`config.mk`:
```
export PLATFORM = sky130hd
export DESIGN_NAME = double_ended_queue_flat
export DESIGN_NICKNAME = d
export VERILOG_FILES = /design/src/hw/rtl/deq_pkg.sv /design/src/hw/rtl/deq_if.sv /design/src/hw/rtl/double_ended_queue.sv /design/src/hw/rtl/deq_ctrl.sv /design/src/hw/rtl/deq_dp.sv /design/src/flat_wrapper.sv
export SDC_FILE = /design/constraint.sdc
export NUM_CORES = 1
export LEC_CHECK = 0
export BUFFER_PORTS_ARGS = -buffer_cell sky130_fd_sc_hd__buf_2
export CAP_MARGIN = 20
export CORE_MARGIN = 10
export CORE_UTILIZATION = 25
export CTS_CLUSTER_DIAMETER = 60
export CTS_CLUSTER_SIZE = 28
export DETAILED_ROUTE_END_ITERATION = 10
export PLACE_DENSITY = 0.43
export SYNTH_ARGS = -nofsm -noshare
export SYNTH_HDL_FRONTEND = slang
export SYNTH_SLANG_ARGS = --single-unit
```
`constraint.sdc`:
```
create_clock -name clk -period 4.2 [get_ports clk]
set_clock_uncertainty 0.05 [all_clocks]
set_input_delay 0.63 -clock clk [delete_from_list [all_inputs] [get_ports clk]]
set_output_delay 0.63 -clock clk [all_outputs]
set_load 0.005 [all_outputs]
```
`src/hw/rtl/deq_pkg.sv`:
```
// ----------------------------------------------------------------------------
// deq_pkg: shared types and codes of the double-ended queue
// Operation and status codes, plus the command and status groups that pass
// between the controller and the datapath.
// ----------------------------------------------------------------------------
package deq_pkg;

	localparam int OPCODE_W = 2;
	localparam int STATUS_W = 2;
	localparam int VALUE_W  = 32;
	localparam int COUNT_W  = 5;

	typedef enum logic [OPCODE_W-1:0] {
		OP_PUSH_FRONT = 2'd0,
		OP_PUSH_REAR  = 2'd1,
		OP_POP_FRONT  = 2'd2,
		OP_POP_REAR   = 2'd3
	} opcode_t;

	typedef enum logic [STATUS_W-1:0] {
		ST_OK    = 2'd0,
		ST_EMPTY = 2'd1,
		ST_FULL  = 2'd2
	} status_t;

	// Value shown for a missing entry or a push
	localparam logic signed [VALUE_W-1:0] NO_VALUE = '1;

	// Controller to datapath
	typedef struct packed {
		logic exec;   // carry out the accepted request this cycle
		logic fill;   // load the cached end from the store read data
	} deq_cmd_t;

	// Datapath to controller
	typedef struct packed {
		logic need_fill;  // the presented request empties a cached end that must be reread
	} deq_sts_t;

endpackage

```
`src/hw/rtl/deq_if.sv`:
```
// ----------------------------------------------------------------------------
// deq_req_if / deq_rsp_if: request and result channels
// Valid/ready channels; a transfer happens on a clock edge with both high.
// ----------------------------------------------------------------------------
interface deq_req_if import deq_pkg::*; ();
	logic                       valid;
	logic                       ready;
	logic [OPCODE_W-1:0]        opcode;
	logic signed [VALUE_W-1:0]  push_value;

	modport source (output valid, opcode, push_value, input ready);
	modport sink   (input valid, opcode, push_value, output ready);
endinterface

interface deq_rsp_if import deq_pkg::*; ();
	logic                       valid;
	logic                       ready;
	logic signed [VALUE_W-1:0]  popped_value;
	logic [STATUS_W-1:0]        status;
	logic signed [VALUE_W-1:0]  front_value;
	logic signed [VALUE_W-1:0]  rear_value;
	logic                       is_empty;
	logic [COUNT_W-1:0]         entry_count;

	modport source (output valid, popped_value, status, front_value, rear_value,
		is_empty, entry_count, input ready);
	modport sink   (input valid, popped_value, status, front_value, rear_value,
		is_empty, entry_count, output ready);
endinterface

```
`src/hw/rtl/double_ended_queue.sv`:
```
// ----------------------------------------------------------------------------
// double_ended_queue: bounded deque of signed 32-bit values
// Ring buffer with push/pop at either end and one result per request.
// ----------------------------------------------------------------------------
// Usage:
//   req: valid/ready channel carrying opcode (push front, push rear, pop
//        front, pop rear) and push_value.
//   rsp: valid/ready channel with one result per request: popped value,
//        status (ok, pop on empty, push on full), and the front value, rear
//        value, empty flag and entry count after the request.
//   Timing: a push, or a pop that finds at most one entry, shows its result
//   the cycle after acceptance; any other pop waits in a fill state while
//   the new end value is reread through the registered store read port.
//   Acceptance: one request at a time, held back by that fill state; a new
//   request is taken in the cycle its predecessor's result is taken.
//   Reset clears the pointers and count (queue empty); store contents are
//   undefined until written. While rsp is stalled the result holds and req
//   stays not ready.
// ----------------------------------------------------------------------------
module double_ended_queue import deq_pkg::*; #(
	parameter int DEPTH = 16
) (
	input logic        clk,
	input logic        arst_n,
	deq_req_if.sink    req,
	deq_rsp_if.source  rsp
);

	deq_cmd_t cmd;
	deq_sts_t sts;

	deq_ctrl u_ctrl (
		.clk       (clk),
		.arst_n    (arst_n),
		.in_valid  (req.valid),
		.in_ready  (req.ready),
		.out_valid (rsp.valid),
		.out_ready (rsp.ready),
		.sts       (sts),
		.cmd       (cmd)
	);

	deq_dp #(
		.DEPTH (DEPTH)
	) u_dp (
		.clk          (clk),
		.arst_n       (arst_n),
		.cmd          (cmd),
		.sts          (sts),
		.opcode       (req.opcode),
		.push_value   (req.push_value),
		.popped_value (rsp.popped_value),
		.status       (rsp.status),
		.front_value  (rsp.front_value),
		.rear_value   (rsp.rear_value),
		.is_empty     (rsp.is_empty),
		.entry_count  (rsp.entry_count)
	);

endmodule

```
`src/hw/rtl/deq_ctrl.sv`:
```
// ----------------------------------------------------------------------------
// deq_ctrl: request sequencer
// Accepts a request when the result slot is free, waits in S_FILL for the
// store read when a pop must refill a cached end, and owns the result valid.
// ----------------------------------------------------------------------------
module deq_ctrl import deq_pkg::*; (
	input  logic     clk,
	input  logic     arst_n,
	input  logic     in_valid,
	output logic     in_ready,
	output logic     out_valid,
	input  logic     out_ready,
	input  deq_sts_t sts,
	output deq_cmd_t cmd
);

	typedef enum logic {
		S_IDLE,
		S_FILL
	} state_t;

	state_t state_q;
	logic   out_valid_q;

	// Take a request only while idle and the result slot is empty or drains this cycle
	assign in_ready  = (state_q == S_IDLE) && (!out_valid_q || out_ready);
	assign cmd.exec  = in_valid && in_ready;
	assign cmd.fill  = (state_q == S_FILL);
	assign out_valid = out_valid_q;

	// Advance state and hold the result valid until it is taken
	always_ff @(posedge clk or negedge arst_n) begin
		if (!arst_n) begin
			state_q     <= S_IDLE;
			out_valid_q <= 1'b0;
		end else begin
			case (state_q)
				S_IDLE: begin
					if (out_ready) begin
						out_valid_q <= 1'b0;
					end
					if (cmd.exec) begin
						if (sts.need_fill) begin
							state_q     <= S_FILL;
							out_valid_q <= 1'b0;
						end else begin
							out_valid_q <= 1'b1;
						end
					end
				end
				S_FILL: begin
					out_valid_q <= 1'b1;
					state_q     <= S_IDLE;
				end
				default: begin
					state_q     <= S_IDLE;
					out_valid_q <= 1'b0;
				end
			endcase
		end
	end

endmodule

```
`src/hw/rtl/deq_dp.sv`:
```
// ----------------------------------------------------------------------------
// deq_dp: ring buffer datapath
// Ring store with one write and one registered read port, head/tail pointers,
// entry count, cached front and rear values and the result registers.
// ----------------------------------------------------------------------------
module deq_dp import deq_pkg::*; #(
	parameter int DEPTH = 16
) (
	input  logic                       clk,
	input  logic                       arst_n,
	input  deq_cmd_t                   cmd,
	output deq_sts_t                   sts,
	input  logic [OPCODE_W-1:0]        opcode,
	input  logic signed [VALUE_W-1:0]  push_value,
	output logic signed [VALUE_W-1:0]  popped_value,
	output logic [STATUS_W-1:0]        status,
	output logic signed [VALUE_W-1:0]  front_value,
	output logic signed [VALUE_W-1:0]  rear_value,
	output logic                       is_empty,
	output logic [COUNT_W-1:0]         entry_count
);

	localparam int AW = (DEPTH > 1) ? $clog2(DEPTH) : 1;
	localparam int CW = $clog2(DEPTH + 1);
	localparam int XW = (CW > COUNT_W) ? CW : COUNT_W;
	localparam logic [AW-1:0] LAST = AW'(DEPTH - 1);
	localparam logic [CW-1:0] FULL = CW'(DEPTH);

	logic signed [VALUE_W-1:0] ring_mem [DEPTH];
	logic signed [VALUE_W-1:0] rd_q;

	logic [AW-1:0] head_q, tail_q;
	logic [CW-1:0] count_q;
	logic          fill_front_q;
	logic signed [VALUE_W-1:0] front_q, rear_q;
	logic signed [VALUE_W-1:0] popped_q;
	status_t       status_q;

	opcode_t       op;
	logic          empty, full;
	logic [AW-1:0] head_next, head_prev, tail_next, tail_prev, tail_prev2;
	logic [AW-1:0] rd_addr, wr_addr;
	logic          wr_en;
	logic [XW-1:0] count_x;

	// Decode the request and neighbor slots of both pointers
	always_comb begin
		op         = opcode_t'(opcode);
		empty      = (count_q == '0);
		full       = (count_q == FULL);
		head_next  = (head_q == LAST) ? '0 : head_q + 1'b1;
		head_prev  = (head_q == '0) ? LAST : head_q - 1'b1;
		tail_next  = (tail_q == LAST) ? '0 : tail_q + 1'b1;
		tail_prev  = (tail_q == '0) ? LAST : tail_q - 1'b1;
		tail_prev2 = (tail_prev == '0) ? LAST : tail_prev - 1'b1;
		rd_addr    = (op == OP_POP_FRONT) ? head_next : tail_prev2;
		wr_addr    = (op == OP_PUSH_FRONT) ? head_prev : tail_q;
		wr_en      = cmd.exec && !full
			&& (op == OP_PUSH_FRONT || op == OP_PUSH_REAR);
		// A pop that leaves entries behind must reread the new end
		sts.need_fill = (op == OP_POP_FRONT || op == OP_POP_REAR)
			&& (count_q > CW'(1));
	end

	// Ring store: one write, one registered read
	always_ff @(posedge clk) begin
		if (wr_en) begin
			ring_mem[wr_addr] <= push_value;
		end
		rd_q <= ring_mem[rd_addr];
	end

	// Update pointers and count on each accepted request
	always_ff @(posedge clk or negedge arst_n) begin
		if (!arst_n) begin
			head_q  <= '0;
			tail_q  <= '0;
			count_q <= '0;
		end else if (cmd.exec) begin
			case (op)
				OP_PUSH_FRONT: begin
					if (!full) begin
						head_q  <= head_prev;
						count_q <= count_q + 1'b1;
					end
				end
				OP_PUSH_REAR: begin
					if (!full) begin
						tail_q  <= tail_next;
						count_q <= count_q + 1'b1;
					end
				end
				OP_POP_FRONT: begin
					if (!empty) begin
						head_q  <= head_next;
						count_q <= count_q - 1'b1;
					end
				end
				OP_POP_REAR: begin
					if (!empty) begin
						tail_q  <= tail_prev;
						count_q <= count_q - 1'b1;
					end
				end
				default: begin
					count_q <= count_q;
				end
			endcase
		end
	end

	// Hold cached ends and the result payload
	always_ff @(posedge clk) begin
		if (cmd.fill) begin
			if (fill_front_q) begin
				front_q <= rd_q;
			end else begin
				rear_q <= rd_q;
			end
		end else if (cmd.exec) begin
			popped_q     <= NO_VALUE;
			status_q     <= ST_OK;
			fill_front_q <= (op == OP_POP_FRONT);
			case (op)
				OP_PUSH_FRONT: begin
					if (full) begin
						status_q <= ST_FULL;
					end else begin
						front_q <= push_value;
						if (empty) begin
							rear_q <= push_value;
						end
					end
				end
				OP_PUSH_REAR: begin
					if (full) begin
						status_q <= ST_FULL;
					end else begin
						rear_q <= push_value;
						if (empty) begin
							front_q <= push_value;
						end
					end
				end
				OP_POP_FRONT: begin
					if (empty) begin
						status_q <= ST_EMPTY;
					end else begin
						popped_q <= front_q;
					end
				end
				OP_POP_REAR: begin
					if (empty) begin
						status_q <= ST_EMPTY;
					end else begin
						popped_q <= rear_q;
					end
				end
				default: begin
					status_q <= ST_OK;
				end
			endcase
		end
	end

	// Drive the result; the queue state holds until the result is taken
	assign count_x      = XW'(count_q);
	assign popped_value = popped_q;
	assign status       = status_q;
	assign is_empty     = empty;
	assign front_value  = empty ? NO_VALUE : front_q;
	assign rear_value   = empty ? NO_VALUE : rear_q;
	assign entry_count  = count_x[COUNT_W-1:0];

endmodule
```
`src/flat_wrapper.sv`:
```
// flat-port wrapper written by rule: the top's interface ports become plain ports
module double_ended_queue_flat import deq_pkg::*;
#(
	parameter int DEPTH = 16
)
  (clk, arst_n, req_valid, req_opcode, req_push_value, req_ready, rsp_valid, rsp_popped_value, rsp_status, rsp_front_value, rsp_rear_value, rsp_is_empty, rsp_entry_count, rsp_ready);
  deq_req_if req_i ();
  deq_rsp_if rsp_i ();
  input logic clk;
  input logic arst_n;
  input wire logic [$bits(req_i.valid)-1:0] req_valid;
  input wire logic [$bits(req_i.opcode)-1:0] req_opcode;
  input wire logic [$bits(req_i.push_value)-1:0] req_push_value;
  output wire logic [$bits(req_i.ready)-1:0] req_ready;
  output wire logic [$bits(rsp_i.valid)-1:0] rsp_valid;
  output wire logic [$bits(rsp_i.popped_value)-1:0] rsp_popped_value;
  output wire logic [$bits(rsp_i.status)-1:0] rsp_status;
  output wire logic [$bits(rsp_i.front_value)-1:0] rsp_front_value;
  output wire logic [$bits(rsp_i.rear_value)-1:0] rsp_rear_value;
  output wire logic [$bits(rsp_i.is_empty)-1:0] rsp_is_empty;
  output wire logic [$bits(rsp_i.entry_count)-1:0] rsp_entry_count;
  input wire logic [$bits(rsp_i.ready)-1:0] rsp_ready;
  assign req_i.valid = req_valid;
  assign req_i.opcode = req_opcode;
  assign req_i.push_value = req_push_value;
  assign req_ready = req_i.ready;
  assign rsp_valid = rsp_i.valid;
  assign rsp_popped_value = rsp_i.popped_value;
  assign rsp_status = rsp_i.status;
  assign rsp_front_value = rsp_i.front_value;
  assign rsp_rear_value = rsp_i.rear_value;
  assign rsp_is_empty = rsp_i.is_empty;
  assign rsp_entry_count = rsp_i.entry_count;
  assign rsp_i.ready = rsp_ready;
  double_ended_queue #(.DEPTH(DEPTH)) u_core (.clk(clk), .arst_n(arst_n), .req(req_i), .rsp(rsp_i));
endmodule
```
### Yosys cells after proc, flatten, opt, wreduce, memory -nomap -nowiden

Memory sizes are Yosys's and may differ from the RTL's. A register that Yosys moved wholly into a read port is not among the register bits.
Cells that the tools add are included.

| cells by class | value |
|---|---|
| bitwise operators | 1 |
| order comparisons | 1 |
| equality and inequality tests | 19 |
| muxes and demuxes | 42 |
| reductions and logical operators | 27 |
| $add $sub $neg | 7 |

Operators with widths:

| operator | count |
|---|---|
| $mux W32 | 11 |
| $pmux W32 S2 | 3 |
| $mux W4 | 11 |
| $ne A2 B2 Y1 const B | 8 |
| $pmux W4 S2 | 2 |
| $logic_not A4 Y1 | 3 |
| $ne A3 B2 Y1 const B | 4 |
| $reduce_and A6 Y1 | 2 |
| $sub A4 B1 Y4 const B | 3 |
| $mux W5 | 2 |
| $pmux W5 S2 | 1 |
| $add A4 B1 Y4 const B | 2 |
| $eq A4 B4 Y1 const B | 2 |
| $mux W1 | 8 |
| $reduce_and A4 Y1 | 2 |
| $reduce_bool A2 Y1 | 3 |
| $add A5 B1 Y5 const B | 1 |
| $eq A5 B5 Y1 const B | 1 |
| $gt A5 B1 Y1 const B | 1 |
| $logic_and A1 B1 Y1 | 5 |
| $logic_not A5 Y1 | 1 |
| $sub A5 B1 Y5 const B | 1 |
| $eq A2 B2 Y1 const B | 2 |
| $pmux W1 S2 | 2 |
| 12 further kinds | 16 |

| word-level totals | value |
|---|---|
| memories | 1 |
| output and inout port bits | 106 |
| bits in writable memories | 512 |
| bits of input ports | 38 |
| word-level logic and storage cells | 108 |
| register bits | 114 |

Memories:

| memory | words | bits a word | rd ports | clocked after memory_dff | wr ports | line | text |
|---|---|---|---|---|---|---|---|
| u_core.u_dp.ring_mem | 16 | 32 | 1 | 1 | 1 | deq_dp.sv:29 | `logic signed [VALUE_W-1:0] ring_mem [DEPTH];` |

### Logic depth before layout (Yosys ltp)

| logic depth | value |
|---|---|
| word-level depth | 8 |
| gate-level depth with buffers | 11 |
| depth with buffers taken out | 8 |

### Hierarchy

From an unflattened synthesis, not the netlist that was laid out.

| second synthesis, totals | value |
|---|---|
| cells, all modules | 1315 |
| area, all modules | 25793.5 um^2 |

By module, submodules not included:

| module | area an instance (um^2) | cells each | times used |
|---|---|---|---|
| deq_dp | 25683.4 | 1306 | 1 |
| deq_ctrl | 110.1 | 9 | 1 |

### Least setup slack after synthesis

No wires, ideal clock.

| path | value |
|---|---|
| path kind | flip-flop to flip-flop |
| from | register u_core.u_ctrl.state_q |
| to | register u_core.u_dp.rear_q[0], enable pin |
| setup slack | 0.765 ns |
| cell stages (with the launch flop) | 4 |
| period minus slack after synthesis | 3.435 ns |
| data required time | 3.684 ns |
| buffers on the path | 1 |
| arrival time | 2.919 ns |
| cell sequence | dfrtp_1 clkbuf_1 inv_1 o21ai_0 |

| between the ends | value |
|---|---|
| longest elaborated chain between the ends | 5 |

Ends and longest elaborated chain:

| item | line | text |
|---|---|---|
| from (decl) | deq_ctrl.sv:22 | `state_t state_q;` |
| from (signal assigned) | deq_ctrl.sv:34 | `state_q <= S_IDLE;` |
| from (signal assigned) | deq_ctrl.sv:44 | `state_q <= S_FILL;` |
| from (signal assigned) | deq_ctrl.sv:53 | `state_q <= S_IDLE;` |
| $not A1 Y1 (no line) | - |  |
| $logic_and A1 B1 Y1 | deq_ctrl.sv:26 | `assign in_ready = (state_q == S_IDLE) && (!out_valid_q \|\| out_ready);` |
| $logic_and A1 B1 Y1 | deq_ctrl.sv:27 | `assign cmd.exec = in_valid && in_ready;` |
| $reduce_bool A2 Y1 (no line) | - |  |
| $reduce_and A6 Y1 (no line) * | - |  |
| to (signal assigned) | deq_dp.sv:118 | `rear_q <= rd_q;` |
| to (signal assigned) | deq_dp.sv:131 | `rear_q <= push_value;` |
| to (signal assigned) | deq_dp.sv:139 | `rear_q <= push_value;` |
| to (decl) | deq_dp.sv:35 | `logic signed [VALUE_W-1:0] front_q, rear_q;` |

Every way passes the cells marked *; elsewhere a longest branch is shown, timed or not.
A chain may end at the register's enable or synchronous reset.

### Worst setup path after layout

| path | value |
|---|---|
| from | register u_core.u_dp.count_q[0] (netlist: u_core.u_dp.entry_count[0]) |
| to | output port rsp_rear_value[4] |

| between the ends | value |
|---|---|
| longest elaborated chain between the ends | 2 |

Ends and longest elaborated chain:

| item | line | text |
|---|---|---|
| from (decl) | deq_dp.sv:33 | `logic [CW-1:0] count_q;` |
| from (signal assigned) | deq_dp.sv:84 | `count_q <= count_q + 1'b1;` |
| from (signal assigned) | deq_dp.sv:90 | `count_q <= count_q + 1'b1;` |
| from (signal assigned) | deq_dp.sv:96 | `count_q <= count_q - 1'b1;` |
| $logic_not A5 Y1 | deq_dp.sv:49 | `empty = (count_q == '0);` |
| $mux W32 | deq_dp.sv:172 | `assign rear_value = empty ? NO_VALUE : rear_q;` |
| to (decl) | flat_wrapper.sv:19 | `output wire logic [$bits(rsp_i.rear_value)-1:0] rsp_rear_value;` |

Every way passes these cells.

==> results.yml <==
sta:
  grt_setup_unrepaired: "no"
  slew_headroom: 0.421
  period_minus_slack_ps: 3340
  final-max-slew-violation-count: 0
  finalHoldViolations: 0
  setup_tns_ps: 0
  fmax_mhz: 300
  setup_viol: 0
  tightest_slew_ps: 868
  finalCritPeriodShare: 0.795
critical_path:
  cp.arrival_ps: 2660
  reg2reg_depth: 8
  reg2reg_slack_ps: 1280
  cp_max_fo: 62
  r2r_end: "u_core.u_dp.rd_q[7]"
  startpoint_type: "flop"
  required_ps: 3520
  r2r-start: "u_core.u_dp.tail_q[2]"
  path_class: "reg -> out"
  endpoint_kind: "output port"
finish:
  drive_gt1_frac: 0.235
  area.growth.synth_to_final_pct: 15.7
  layout.nets: 1751
  fillers: 10634
  stdcell_count: 3141
  final_core_util: 0.292
drt:
  drtIter0Drc: 649
  wire_per_inst_um: 20.8
  dr_wl_met3_um: 2920
  firstDrtPassIters: 5
  met1_length_um: 29600
  vias: 13381
  via_per_inst: 4.26
  maxUsedRoutingLayer: "met5"
  wirelength_um: 65400
  ant_nets: 0
  drc: 0
  dr_wl_met2_um: 31500
min_path:
  worstHoldPathType: "in -> reg"
  hold_depth: 3
  min_to: "u_core.u_ctrl.out_valid"
  hp-start: "req_valid"
placement:
  gp_congestion: 0.719
  hpwl_um: 38900
  io_buffer_count: 143
  place_inst: 3055
yosys:
  ys_seq_area_frac: 0.716
  ys_ff_latch: 658
  syn_nets: 1589
  yosysWarnings: 0
  ys.flop_type: "edfxtp_1"
  netlist_area_sq_um: 27000
  yosys.area.top_type: "edfxtp_1"
  synthArstFlopShare: 0.0228
  synth_enable_flop_cells: 611
  synth_area_leaders: "edfxtp_1 (68%), mux2i_1 (19%), dfxtp_1 (2.4%)"
  yosys.cell_types.count: 50
  synth.top_cell.area_share: 0.678
  syn_area_per_cell_sq_um: 17.6
  netlist_instances: 1538
floorplanning:
  die-area_sq_um: 122000
  io-pin-count: 144
  coreArea_sq_um: 107000
  initial_utilization: 0.252
  dieWidth_um: 349
  fp.dieH_um: 349
  rows: 120
clock_tree:
  clk-insertion-delay-late_ps: 620
  post_cts_buffers: 0
  cts_tree: "yes"
  clock_path_buffers: 3
  cts_num_sinks: 658
  cts_resized: 0
  clockRootBuffer: "clkbuf_16"
  cts-htree-levels: 2
  cts_buffers: 45
  cts.reportedPaths.clkPinSlew_ps: 70
  ctsHoldBuffers: 1
global_routing:
  track_usage: 0.105
  grt_pass1_vias: 13952
  overflow: 0
  antenna_found_initial: 11
  grt_max_degree: 69
  grt_first_pass_wirelength_um: 95900
outcome:
  status: "completed"
flow_run:
  drv_cap: 0
power:
  p_leak_nw: 11.5
  peakVddDrop_v: 0.00105
  pwr_density_cell_nw_per_um2: 682
[kinds of logic (layout without fill, tap and decap cells)]
logic type	count (synthesis)	after routing	synth area share
compound gates	43	43	0.0102
mux	554	554	0.207
buf+inv	92	290	0.0248
flops	658	658	0.716
fa+ha+maj	13	13	0.00601
other cells	0	2	0
simple gates	167	167	0.0323
xor+xnor	11	11	0.00356
[worst max path at each step]
| stage | slack (ps) | from | cells past startpoint | endpoint |
|---|---|---|---|---|
| global placement | 870 | req_opcode[1] | 8 | u_core.u_dp.rd_q[16] |
| global route | 630 | u_core.u_dp.entry_count[0] | 6 | rsp_rear_value[4] |
| floorplan | 770 | u_core.u_ctrl.state_q | 3 | u_core.u_dp.rear_q[0] |
| CTS | 790 | u_core.u_dp.entry_count[0] | 6 | rsp_rear_value[4] |
| detailed placement | 780 | req_opcode[1] | 8 | u_core.u_dp.rd_q[7] |
| finish | 860 | u_core.u_dp.entry_count[0] | 6 | rsp_rear_value[4] |
[metrics by stage]
step | setup slack [ps] | hold slack, ps | total power [mW] | instance area, sq um
after floorplan | 765 | 284 | 14.7 | 27000
after global placement | 865 | 483 | 16.6 | 29600
after detailed placement | 779 | 485 | 16.7 | 29600
after CTS | 794 | 140 | 21.7 | 31300
after global routing | 633 | 176 | 22.6 | 31300
final | 861 | 194 | 21.3 | 31300
[per-layer routing]
layer / track usage / vias up
li1: - / 6226
met1: 0.135 / 6825
met2: 0.178 / 228
met3: 0.0211 / 92
met4: 0.0251 / 10
met5: 0 / -
[report_power, final]
| part | internal [mW] | switching [mW] | total (mW) |
|---|---|---|---|
| Combinational | 3.72 | 4.56 | 8.29 |
| Clock | 2.42 | 2.56 | 4.97 |
| Sequential | 7.81 | 0.262 | 8.07 |
[layout make-up]
cell class              instances  area [sq um]  share of cell area
flip-flops and latches        658         19400               0.619
well taps                    1403          1760              0.0561
repair buffers                194          1250              0.0400
multi-input cells             788          7180               0.229
inverters                      13          48.8             0.00156
clock buffers                  47          1180              0.0376
clock inverters                36           503              0.0161
diodes                          2          5.00            0.000160
[cell usage after synthesis (2+ instances only)]
library cell / count
a21oi_1: 10
a31oi_1: 5
and2_1: 3
buf_1: 3
buf_2: 11
buf_4: 28
buf_6: 11
buf_8: 11
clkbuf_1: 15
dfrtp_1: 15
dfxtp_1: 32
edfxtp_1: 611
ha_1: 13
inv_1: 10
inv_2: 3
mux2_2: 35
mux2i_1: 518
nand2_1: 49
nand3_1: 7
nor2_1: 29
nor3_1: 2
nor4bb_1: 2
o21a_1: 2
o21ai_0: 13
o31a_1: 2
o41ai_1: 2
or2_2: 64
xnor2_1: 5
xor2_1: 6
[placed cells by master (no fill, tap or decap), types with 2 or more instances in the layout]
cell	instances
bufinv_16	3
diode_2	2
clkinv_4	3
clkbuf_16	47
o41ai_1	2
o21ai_0	12
xor2_1	6
a31oi_1	5
nor2_2	2
inv_1	9
clkinv_8	7
mux2i_4	2
inv_12	3
dfrtp_1	14
or2_2	64
edfxtp_1	611
buf_12	12
inv_8	4
inv_6	10
and2_1	3
buf_2	143
clkinv_1	2
inv_2	3
nand3_1	7
xnor2_1	5
nand2_1	49
buf_4	38
a21oi_1	10
nor3_1	2
dfxtp_1	32
inv_16	4
mux2_2	35
nor4bb_1	2
mux2i_1	517
nor2_1	12
nor2_4	16
ha_1	13
[worst max-delay path, stage by stage, from the launching register on]
cell	delay, ps
dfrtp_1	450
inv_1	160
ha_1	190
nor4b_4	370
buf_4	480
or2_2	200
buf_2	130
[registers in the layout (all words and copies together), names as in the netlist, 2 cells and up]
signal	flops
u_core.u_dp.rear_q	32
u_core.u_dp.tail_q	4
u_core.u_dp.status	2
u_core.u_dp.entry_count	5
u_core.u_dp.front_q	32
u_core.u_dp.popped_value	32
u_core.u_dp.head_q	4
u_core.u_dp.ring_mem	512
u_core.u_dp.rd_q	32
Power figures use the tool's default switching activity.
